## config.mk

```make
export PLATFORM = sky130hd
export DESIGN_NAME = led_strip_animation_sequencer
export DESIGN_NICKNAME = d
export VERILOG_FILES = /design/src/hw/rtl/lsas_pkg.sv /design/src/hw/rtl/led_strip_animation_sequencer.sv
export SDC_FILE = /design/constraint.sdc
export NUM_CORES = 1
export LEC_CHECK = 0
export BUFFER_PORTS_ARGS = -buffer_cell sky130_fd_sc_hd__buf_4
export CAP_MARGIN = 20
export CORE_UTILIZATION = 50
export DETAILED_ROUTE_END_ITERATION = 7
export GPL_TIMING_DRIVEN = 0
export HOLD_SLACK_MARGIN = 0.03
export PLACE_DENSITY = 0.66
export SLEW_MARGIN = 10
export SYNTH_ARGS = -nofsm -noshare
export SYNTH_HDL_FRONTEND = slang
export SYNTH_SLANG_ARGS = --single-unit
```

## constraint.sdc

```tcl
create_clock -name clk -period 6.2 [get_ports clk]
set_input_delay 0.31 -clock clk [delete_from_list [all_inputs] [get_ports clk]]
set_output_delay 0.31 -clock clk [all_outputs]
set_load 0.05 [all_outputs]
```

## src/hw/rtl/lsas_pkg.sv

```systemverilog
// Shared types and constants for the LED strip animation sequencer.
`timescale 1ns / 1ps
package lsas_pkg;

  localparam int NUM_LEDS    = 18;
  localparam int PHASE_COUNT = 6;
  localparam int LED_LAST    = NUM_LEDS - 1;
  localparam int FILL_HALF   = NUM_LEDS / 2;
  localparam int STEP_W      = 5;
  localparam int BRIGHT_W    = 16;
  localparam int CFG_IDX_W   = 2;

  localparam logic [NUM_LEDS-1:0] LED_ALL     = {NUM_LEDS{1'b1}};
  localparam logic [BRIGHT_W-1:0] FULL_BRIGHT = {BRIGHT_W{1'b1}};

  localparam logic [BRIGHT_W-1:0] BREATH_STEP_RST = 16'd4000;
  localparam logic [BRIGHT_W-1:0] BREATH_HIGH_RST = 16'd50000;
  localparam logic [BRIGHT_W-1:0] BREATH_LOW_RST  = 16'd5000;
  localparam logic [BRIGHT_W-1:0] HOLD_BRIGHT_RST = 16'd50000;

  typedef enum logic [CFG_IDX_W-1:0] {
    CFG_BREATH_STEP = 2'd0,
    CFG_BREATH_HIGH = 2'd1,
    CFG_BREATH_LOW  = 2'd2,
    CFG_HOLD_BRIGHT = 2'd3
  } cfg_idx_t;

  typedef enum logic [2:0] {
    MODE_AUTO       = 3'd0,
    MODE_HOLD       = 3'd1,
    MODE_SWEEP_L    = 3'd2,
    MODE_SWEEP_R    = 3'd3,
    MODE_FLASH      = 3'd4,
    MODE_FILL_CTR   = 3'd5,
    MODE_FILL_EDGE  = 3'd6,
    MODE_ALL_ON     = 3'd7
  } mode_t;

  typedef enum logic [2:0] {
    SP_LEFT        = 3'd0,
    SP_RIGHT       = 3'd1,
    SP_BREATH_UP   = 3'd2,
    SP_BREATH_DOWN = 3'd3,
    SP_DARK        = 3'd4,
    SP_FULL        = 3'd5
  } sub_phase_t;

  typedef struct packed {
    logic [STEP_W-1:0]   step;
    logic [NUM_LEDS-1:0] leds;
  } pat_t;

  typedef struct packed {
    logic [NUM_LEDS-1:0] led_mask;
    logic                bright_write;
    logic [BRIGHT_W-1:0] bright_value;
  } res_t;

endpackage

```

## src/hw/rtl/led_strip_animation_sequencer.sv

```systemverilog
// LED strip animation sequencer: one tick per beat, one LED/brightness result per phase cycle.
// Results are registered: out_r, or the skid entry when out_r is stalled, takes each result.
// Throughput: one tick per clock while in_stall is low; a result on every PHASE_CNT-th tick.
// A two-entry output buffer (result register plus skid) takes stalls; in_stall rises only
// when both entries hold results.
// Reset (rst_n low, synchronous): state cleared, LEDs off, config registers to defaults.
`timescale 1ns / 1ps
module led_strip_animation_sequencer
  import lsas_pkg::*;
#(
  parameter int PHASE_CNT = PHASE_COUNT
) (
  input  logic                 clk,
  input  logic                 rst_n,
  input  logic                 cfg_we,
  input  logic [CFG_IDX_W-1:0] cfg_index,
  input  logic [BRIGHT_W-1:0]  cfg_wdata,
  input  logic                 in_valid,
  output logic                 in_stall,
  input  logic                 in_mode_valid,
  input  logic [2:0]           in_mode_in,
  output logic                 out_valid,
  input  logic                 out_stall,
  output logic [NUM_LEDS-1:0]  out_led_mask,
  output logic                 out_bright_write,
  output logic [BRIGHT_W-1:0]  out_bright_value
);

  localparam int PH_W = $clog2(PHASE_CNT + 1);
  localparam logic [PH_W-1:0] PH_LAST = PH_W'(PHASE_CNT);
  localparam logic [PH_W-1:0] PH_ONE  = PH_W'(1);

  localparam logic [STEP_W-1:0] S_LAST  = STEP_W'(LED_LAST);
  localparam logic [STEP_W-1:0] S_CLR   = STEP_W'(NUM_LEDS);
  localparam logic [STEP_W-1:0] F_LAST  = STEP_W'(FILL_HALF - 1);
  localparam logic [STEP_W-1:0] F_CLR   = STEP_W'(FILL_HALF);
  localparam logic [STEP_W-1:0] FL_END  = STEP_W'(4);

  // config
  logic [BRIGHT_W-1:0] breath_step_r, breath_high_r, breath_low_r, hold_bright_r;

  // state
  logic [PH_W-1:0]     phase_r, phase_nxt;
  mode_t               cur_mode_r, prev_mode_r;
  logic [STEP_W-1:0]   step_r, step_nxt;
  sub_phase_t          sub_r, sub_nxt;
  logic                mark_r, mark_nxt;
  logic [BRIGHT_W-1:0] level_r, level_nxt;
  logic [NUM_LEDS-1:0] leds_r, leds_nxt;

  // output buffer
  logic out_valid_r, skid_valid_r;
  res_t out_r, skid_r, res_nxt;

  logic acc, step_tick, out_take;

  function automatic logic [NUM_LEDS-1:0] bit_at(input logic [STEP_W-1:0] idx);
    bit_at = NUM_LEDS'(1) << idx;
  endfunction

  function automatic pat_t sweep_f(input logic [STEP_W-1:0] sc,
                                   input logic [NUM_LEDS-1:0] leds,
                                   input logic rightward);
    pat_t              p;
    logic [STEP_W:0]   inc;
    p.leds = leds;
    if (sc <= S_LAST) begin
      p.leds = leds | bit_at(rightward ? (S_LAST - sc) : sc);
    end else if (sc == S_CLR) begin
      p.leds = '0;
    end
    inc = {1'b0, sc} + 1'b1;
    p.step = (inc > {1'b0, S_CLR}) ? '0 : inc[STEP_W-1:0];
    sweep_f = p;
  endfunction

  function automatic pat_t fill_f(input logic [STEP_W-1:0] sc,
                                  input logic [NUM_LEDS-1:0] leds,
                                  input logic from_edges);
    pat_t            p;
    logic [STEP_W:0] inc;
    p.leds = leds;
    if (sc <= F_LAST) begin
      if (from_edges) begin
        p.leds = leds | bit_at(S_LAST - sc) | bit_at(sc);
      end else begin
        p.leds = leds | bit_at(F_LAST - sc) | bit_at(F_CLR + sc);
      end
    end else if (sc == F_CLR) begin
      p.leds = '0;
    end
    inc = {1'b0, sc} + 1'b1;
    p.step = (inc > {1'b0, F_CLR}) ? '0 : inc[STEP_W-1:0];
    fill_f = p;
  endfunction

  assign in_stall  = skid_valid_r;
  assign acc       = in_valid && !in_stall;
  assign out_take  = out_valid_r && !out_stall;
  assign phase_nxt = (phase_r == PH_LAST) ? PH_ONE : phase_r + PH_ONE;
  assign step_tick = (phase_nxt == PH_ONE);

  // pattern step
  always_comb begin
    pat_t                p;
    logic [STEP_W-1:0]   sc;
    logic [NUM_LEDS-1:0] led;
    logic                wr;
    logic [BRIGHT_W-1:0] wv;
    sc        = step_r;
    led       = leds_r;
    sub_nxt   = sub_r;
    mark_nxt  = mark_r;
    level_nxt = level_r;
    wr        = 1'b0;
    wv        = '0;
    p         = '0;
    if (cur_mode_r != prev_mode_r) begin
      sc      = '0;
      sub_nxt = SP_LEFT;
      led     = '0;
    end
    // sweep, flash and fill modes leave the breathing all-on state first
    if (cur_mode_r == MODE_SWEEP_L || cur_mode_r == MODE_SWEEP_R ||
        cur_mode_r == MODE_FLASH || cur_mode_r == MODE_FILL_CTR ||
        cur_mode_r == MODE_FILL_EDGE) begin
      if (mark_r) begin
        led      = '0;
        mark_nxt = 1'b0;
        wr       = 1'b1;
        wv       = hold_bright_r;
      end
    end
    case (cur_mode_r)
      MODE_AUTO: begin
        case (sub_nxt)
          SP_LEFT, SP_RIGHT: begin
            p   = sweep_f(sc, led, sub_nxt == SP_RIGHT);
            sc  = p.step;
            led = p.leds;
            if (p.step == '0) begin
              if (sub_nxt == SP_RIGHT) begin
                sub_nxt = SP_BREATH_UP;
                wr      = 1'b1;
                wv      = '0;
              end else begin
                sub_nxt = SP_RIGHT;
              end
            end
          end
          SP_BREATH_UP: begin
            if (!mark_r) begin
              led      = LED_ALL;
              mark_nxt = 1'b1;
            end
            level_nxt = level_r + breath_step_r;
            wr        = 1'b1;
            wv        = level_nxt;
            if (level_nxt >= breath_high_r) sub_nxt = SP_BREATH_DOWN;
          end
          SP_BREATH_DOWN: begin
            level_nxt = level_r - breath_step_r;
            wr        = 1'b1;
            wv        = level_nxt;
            if (level_nxt <= breath_low_r) sub_nxt = SP_DARK;
          end
          SP_DARK: begin
            if (mark_r) begin
              led      = '0;
              mark_nxt = 1'b0;
            end
            sub_nxt = SP_FULL;
          end
          SP_FULL: begin
            wr = 1'b1;
            wv = FULL_BRIGHT;
          end
          default: ;
        endcase
      end
      MODE_SWEEP_L, MODE_SWEEP_R: begin
        p   = sweep_f(sc, led, cur_mode_r == MODE_SWEEP_R);
        sc  = p.step;
        led = p.leds;
      end
      MODE_FLASH: begin
        if (sc == STEP_W'(1) || sc == STEP_W'(3)) begin
          led = LED_ALL;
        end else if (sc == STEP_W'(2) || sc == FL_END) begin
          led = '0;
        end
        if (sc <= FL_END) sc = sc + 1'b1;
      end
      MODE_FILL_CTR, MODE_FILL_EDGE: begin
        p   = fill_f(sc, led, cur_mode_r == MODE_FILL_EDGE);
        sc  = p.step;
        led = p.leds;
      end
      MODE_ALL_ON: led = LED_ALL;
      default: ;  // hold keeps the LEDs
    endcase
    step_nxt             = sc;
    leds_nxt             = led;
    res_nxt.led_mask     = led;
    res_nxt.bright_write = wr;
    res_nxt.bright_value = wv;
  end

  always_ff @(posedge clk) begin
    if (!rst_n) begin
      breath_step_r <= BREATH_STEP_RST;
      breath_high_r <= BREATH_HIGH_RST;
      breath_low_r  <= BREATH_LOW_RST;
      hold_bright_r <= HOLD_BRIGHT_RST;
    end else if (cfg_we) begin
      case (cfg_idx_t'(cfg_index))
        CFG_BREATH_STEP: breath_step_r <= cfg_wdata;
        CFG_BREATH_HIGH: breath_high_r <= cfg_wdata;
        CFG_BREATH_LOW:  breath_low_r  <= cfg_wdata;
        CFG_HOLD_BRIGHT: hold_bright_r <= cfg_wdata;
        default: ;
      endcase
    end
  end

  always_ff @(posedge clk) begin
    if (!rst_n) begin
      phase_r     <= '0;
      cur_mode_r  <= MODE_AUTO;
      prev_mode_r <= MODE_AUTO;
      step_r      <= '0;
      sub_r       <= SP_LEFT;
      mark_r      <= 1'b0;
      level_r     <= '0;
      leds_r      <= '0;
    end else if (acc) begin
      phase_r <= phase_nxt;
      if (step_tick) begin
        step_r  <= step_nxt;
        sub_r   <= sub_nxt;
        mark_r  <= mark_nxt;
        level_r <= level_nxt;
        leds_r  <= leds_nxt;
      end
      // mode update uses the mode the step just ran with
      if (in_mode_valid) begin
        prev_mode_r <= cur_mode_r;
        cur_mode_r  <= mode_t'(in_mode_in);
      end
    end
  end

  // result register plus skid entry
  always_ff @(posedge clk) begin
    if (!rst_n) begin
      out_valid_r  <= 1'b0;
      skid_valid_r <= 1'b0;
    end else if (skid_valid_r) begin
      if (out_take) begin
        out_valid_r  <= 1'b1;
        skid_valid_r <= 1'b0;
      end
    end else if (acc && step_tick) begin
      if (!out_valid_r || out_take) begin
        out_valid_r <= 1'b1;
      end else begin
        skid_valid_r <= 1'b1;
      end
    end else if (out_take) begin
      out_valid_r <= 1'b0;
    end
  end

  always_ff @(posedge clk) begin
    if (skid_valid_r) begin
      if (out_take) out_r <= skid_r;
    end else if (acc && step_tick) begin
      if (!out_valid_r || out_take) begin
        out_r <= res_nxt;
      end else begin
        skid_r <= res_nxt;
      end
    end
  end

  assign out_valid        = out_valid_r;
  assign out_led_mask     = out_r.led_mask;
  assign out_bright_write = out_r.bright_write;
  assign out_bright_value = out_r.bright_value;

endmodule
```

==> out/metrics.csv <==
metric,value,unit
CTS Sinks,188,
synth warn,0,
hold endpoint,cur_mode_r[2]$_SDFFE_PN0P_,
Finished Layout Cells,2144,
GRT overflow,0,
r2r endpoint,out_led_mask[15]$_DFFE_PP_,
area of the multi-input gates,0.00837,mm^2
final antenna diode count,0,
CTS buffer count,17,
DR WL/cell,24.7,um
unrepaired setup endpoints after global routing,no,
Fin. Hold Viols,0,
Die Height,167,um
setup_tns,0,ns
H-tree levels,4,
placed cell area,0.0146,mm^2
GRT Overall Usage,0.377,
worst-margin pin slew,1.15,ns
synth cell count leaders,"250 x nand2_1, 170 x a21oi_1, 118 x dfxtp_1",
layout cell share with drive strength beyond 1,0.115,
nets,1893,
P per Cell Area,253,mW/mm^2
Setup WS post-layout,0.612,ns
hold buffer count at CTS,0,
via count,14100,
DP HPWL,40.9,mm
R2R Setup Slk,0.61,ns
Synth area leader,dfxtp_1,
post-CTS setup buffer count,0,
crit end category,flip-flop,
Reg2Reg Depth,15,
post-placement setup slack,0.899,ns
vias in the first global route,13400,
dominant cell by count in the synthesized netlist,nand2_1,
most frequent CP cell,o31ai_1,
Post-synth EDFFs,70,
synthesis-stage register bit count,188,
Peak VDD IR,0.173,mV
CTS Root Buffer Type,clkbuf_16,
FF+latch area,0.00446,mm^2
Critical Path AT,5.78,ns
CP max FO,10,
row count,60,
Routed Antenna Nets,0,
Setup CP Type,reg -> reg,
crit start category,flip-flop,
die area,0.0280,mm^2
worst skew pair latency,0.45,ns
ys async rst share,0,
routed wire length,52.9,mm
outcome,"complete, no violations",
post-CTS resize count,0,
post-synthesis cell count,1707,
Worst R2R Start,cur_mode_r[1]$_SDFFE_PN0P_,
global-route wire length before repair,80.1,mm
Port-buffer cells,62,
FILL cells,2562,
core outline area,0.0269,mm^2
Tcrit/Tclk final,0.901,
top-area cell type share of the netlist area,0.173,
Area growth syn-to-layout,11.5,%
worst path cell trace,"buf_2, xnor2_2, nand4_1, inv_1, ha_1, clkbuf_1, a21boi_0, o32a_1, o221ai_1, and2_1, a221oi_1, o31ai_1, o21a_1, nor2_1, o31ai_1",
Worst path max stage delay,0.67,ns
sequential area share after synthesis,0.326,
placed cells,2112,
Hold Path Cell Cnt,3,
Slew HR,0.226,
drt drc,0,
initial core utilization,0.509,
clk buf depth,2,
HP Class,in -> reg,
required time worst endpoint,6.39,ns
max-slew violations,0,
P_leak,5.92,nW
Max Cap Viol,0,
routability cong.,1.07,
Avg Vias per Cell,6.56,
Tmin final,5.59,ns
mapped cell area,0.0137,mm^2
CTS tree,yes,
HP Start,in_mode_in[2],
1st-iter DRT viols,1571,
initial antenna violation count,0,
Finished Core Util,0.568,
total chip power,3.86,mW
"Setup violations, final",0,
post-synth cell types,95,
clock skew,0.0143,ns
drt first pass iters,6,
Synth Net Count,1810,
"Clk pin slew, worst setup/hold paths",0.09,ns
Peak Freq,0.179,GHz
Most used DFF post-synth,dfxtp_1,
die width,167,um
ranking of synthesized cells by area,"dfxtp_1 17%, edfxtp_1 15%, nand2_1 6.9%",
Fin Hold WS,0.112,ns
largest net degree at the start of global routing,36,
I/O pins,64,
synthesized area per cell,8.02,um^2
Worst path slowest cell,o31ai_1,
final instance area,0.0153,mm^2
sequential cells by signal, summed over array words and instances, names as in the netlist:
signal / flops
skid_r: 35
leds_r: 18
out_led_mask: 18
breath_high_r: 16
breath_low_r: 16
breath_step_r: 16
hold_bright_r: 16
level_r: 16
out_bright_value: 16
step_r: 5
cur_mode_r: 3
phase_r: 3
prev_mode_r: 3
sub_r: 3
in_stall: 1
mark_r: 1
out_bright_write: 1
out_valid: 1
cells in the final DEF (no fill, tap or decap), types with 13 or more instances in the layout:
| cell | instances |
|---|---|
| edfxtp_1 | 70 |
| buf_4 | 65 |
| dfxtp_1 | 118 |
| inv_1 | 81 |
| o21ai_0 | 91 |
| nor2_1 | 85 |
| o211ai_1 | 28 |
| mux2_2 | 25 |
| a221oi_1 | 16 |
| a32oi_1 | 13 |
| o22ai_1 | 15 |
| and2_1 | 15 |
| clkbuf_16 | 17 |
| a21oi_1 | 169 |
| o21a_1 | 17 |
| o21ai_1 | 16 |
| xnor2_1 | 31 |
| nor3_1 | 29 |
| nand2_1 | 250 |
| o31ai_1 | 17 |
| ha_1 | 74 |
| nand3_1 | 76 |
| clkbuf_1 | 80 |
| nor4_1 | 13 |
| nor2b_1 | 21 |
| mux2i_1 | 15 |
| a21o_1 | 14 |
| nand2b_1 | 27 |
| buf_2 | 30 |
| a31oi_1 | 28 |
per-layer routing:
layer  global-route usage  part of all wire
met2                0.634              0.47
met1                0.448              0.39
met3               0.0619             0.078
met5                    0                 0
met4                0.239             0.063
cells by family (layout without fill, tap and decap cells):
kind of cell               Yosys count  after routing  synth area share
muxes                               41             41            0.0324
buffers and inverters              209            305            0.0630
AOI/OAI and AO/OA                  547            547             0.262
adders and majority gates           77             77            0.0713
and+or+nand+nor                    604            604             0.215
DFF                                188            188             0.326
xor gates and xnor gates            41             41            0.0295
power by group:
| part | switching [mW] | internal, mW |
|---|---|---|
| logic | 0.849 | 0.376 |
| registers | 0.0436 | 1.38 |
| clock network | 0.638 | 0.572 |
| total | 1.53 | 2.33 |
area by class of cell:
| cell class | instances | share of cell area |
|---|---|---|
| well taps | 341 | 0.0280 |
| multi-input cells | 1310 | 0.549 |
| flip-flops and latches | 188 | 0.293 |
| clock inverters | 15 | 0.0141 |
| repair buffers | 64 | 0.0321 |
| inverters | 84 | 0.0207 |
| plain buffers | 125 | 0.0358 |
| clock buffers | 17 | 0.0279 |
worst max-delay path: cells and delay by family, from the launching register on:
family | cells | cell delay [ns]
compound gates | 7 | 2.29
xor+xnor | 1 | 0.30
fa+ha+maj | 1 | 0.35
buf+inv | 3 | 1.14
flops | 1 | 0.31
simple gates | 3 | 0.92
worst max-delay path by stage:
stage	slack, ns	from	cells after the start	end
2_1_floorplan	2.22	breath_step_r[4]$_SDFFE_PN0P_	18	sub_r[1]$_SDFFE_PN0P_
3_3_place_gp	0.92	cur_mode_r[1]$_SDFFE_PN0P_	15	out_led_mask[15]$_DFFE_PP_
3_5_place_dp	0.90	cur_mode_r[1]$_SDFFE_PN0P_	15	out_led_mask[15]$_DFFE_PP_
4_1_cts	0.84	cur_mode_r[1]$_SDFFE_PN0P_	15	out_led_mask[15]$_DFFE_PP_
5_1_grt	0.51	cur_mode_r[1]$_SDFFE_PN0P_	15	out_led_mask[15]$_DFFE_PP_
6_report	0.61	cur_mode_r[1]$_SDFFE_PN0P_	15	out_led_mask[15]$_DFFE_PP_
No activity file was read; power rests on OpenSTA's default activity.
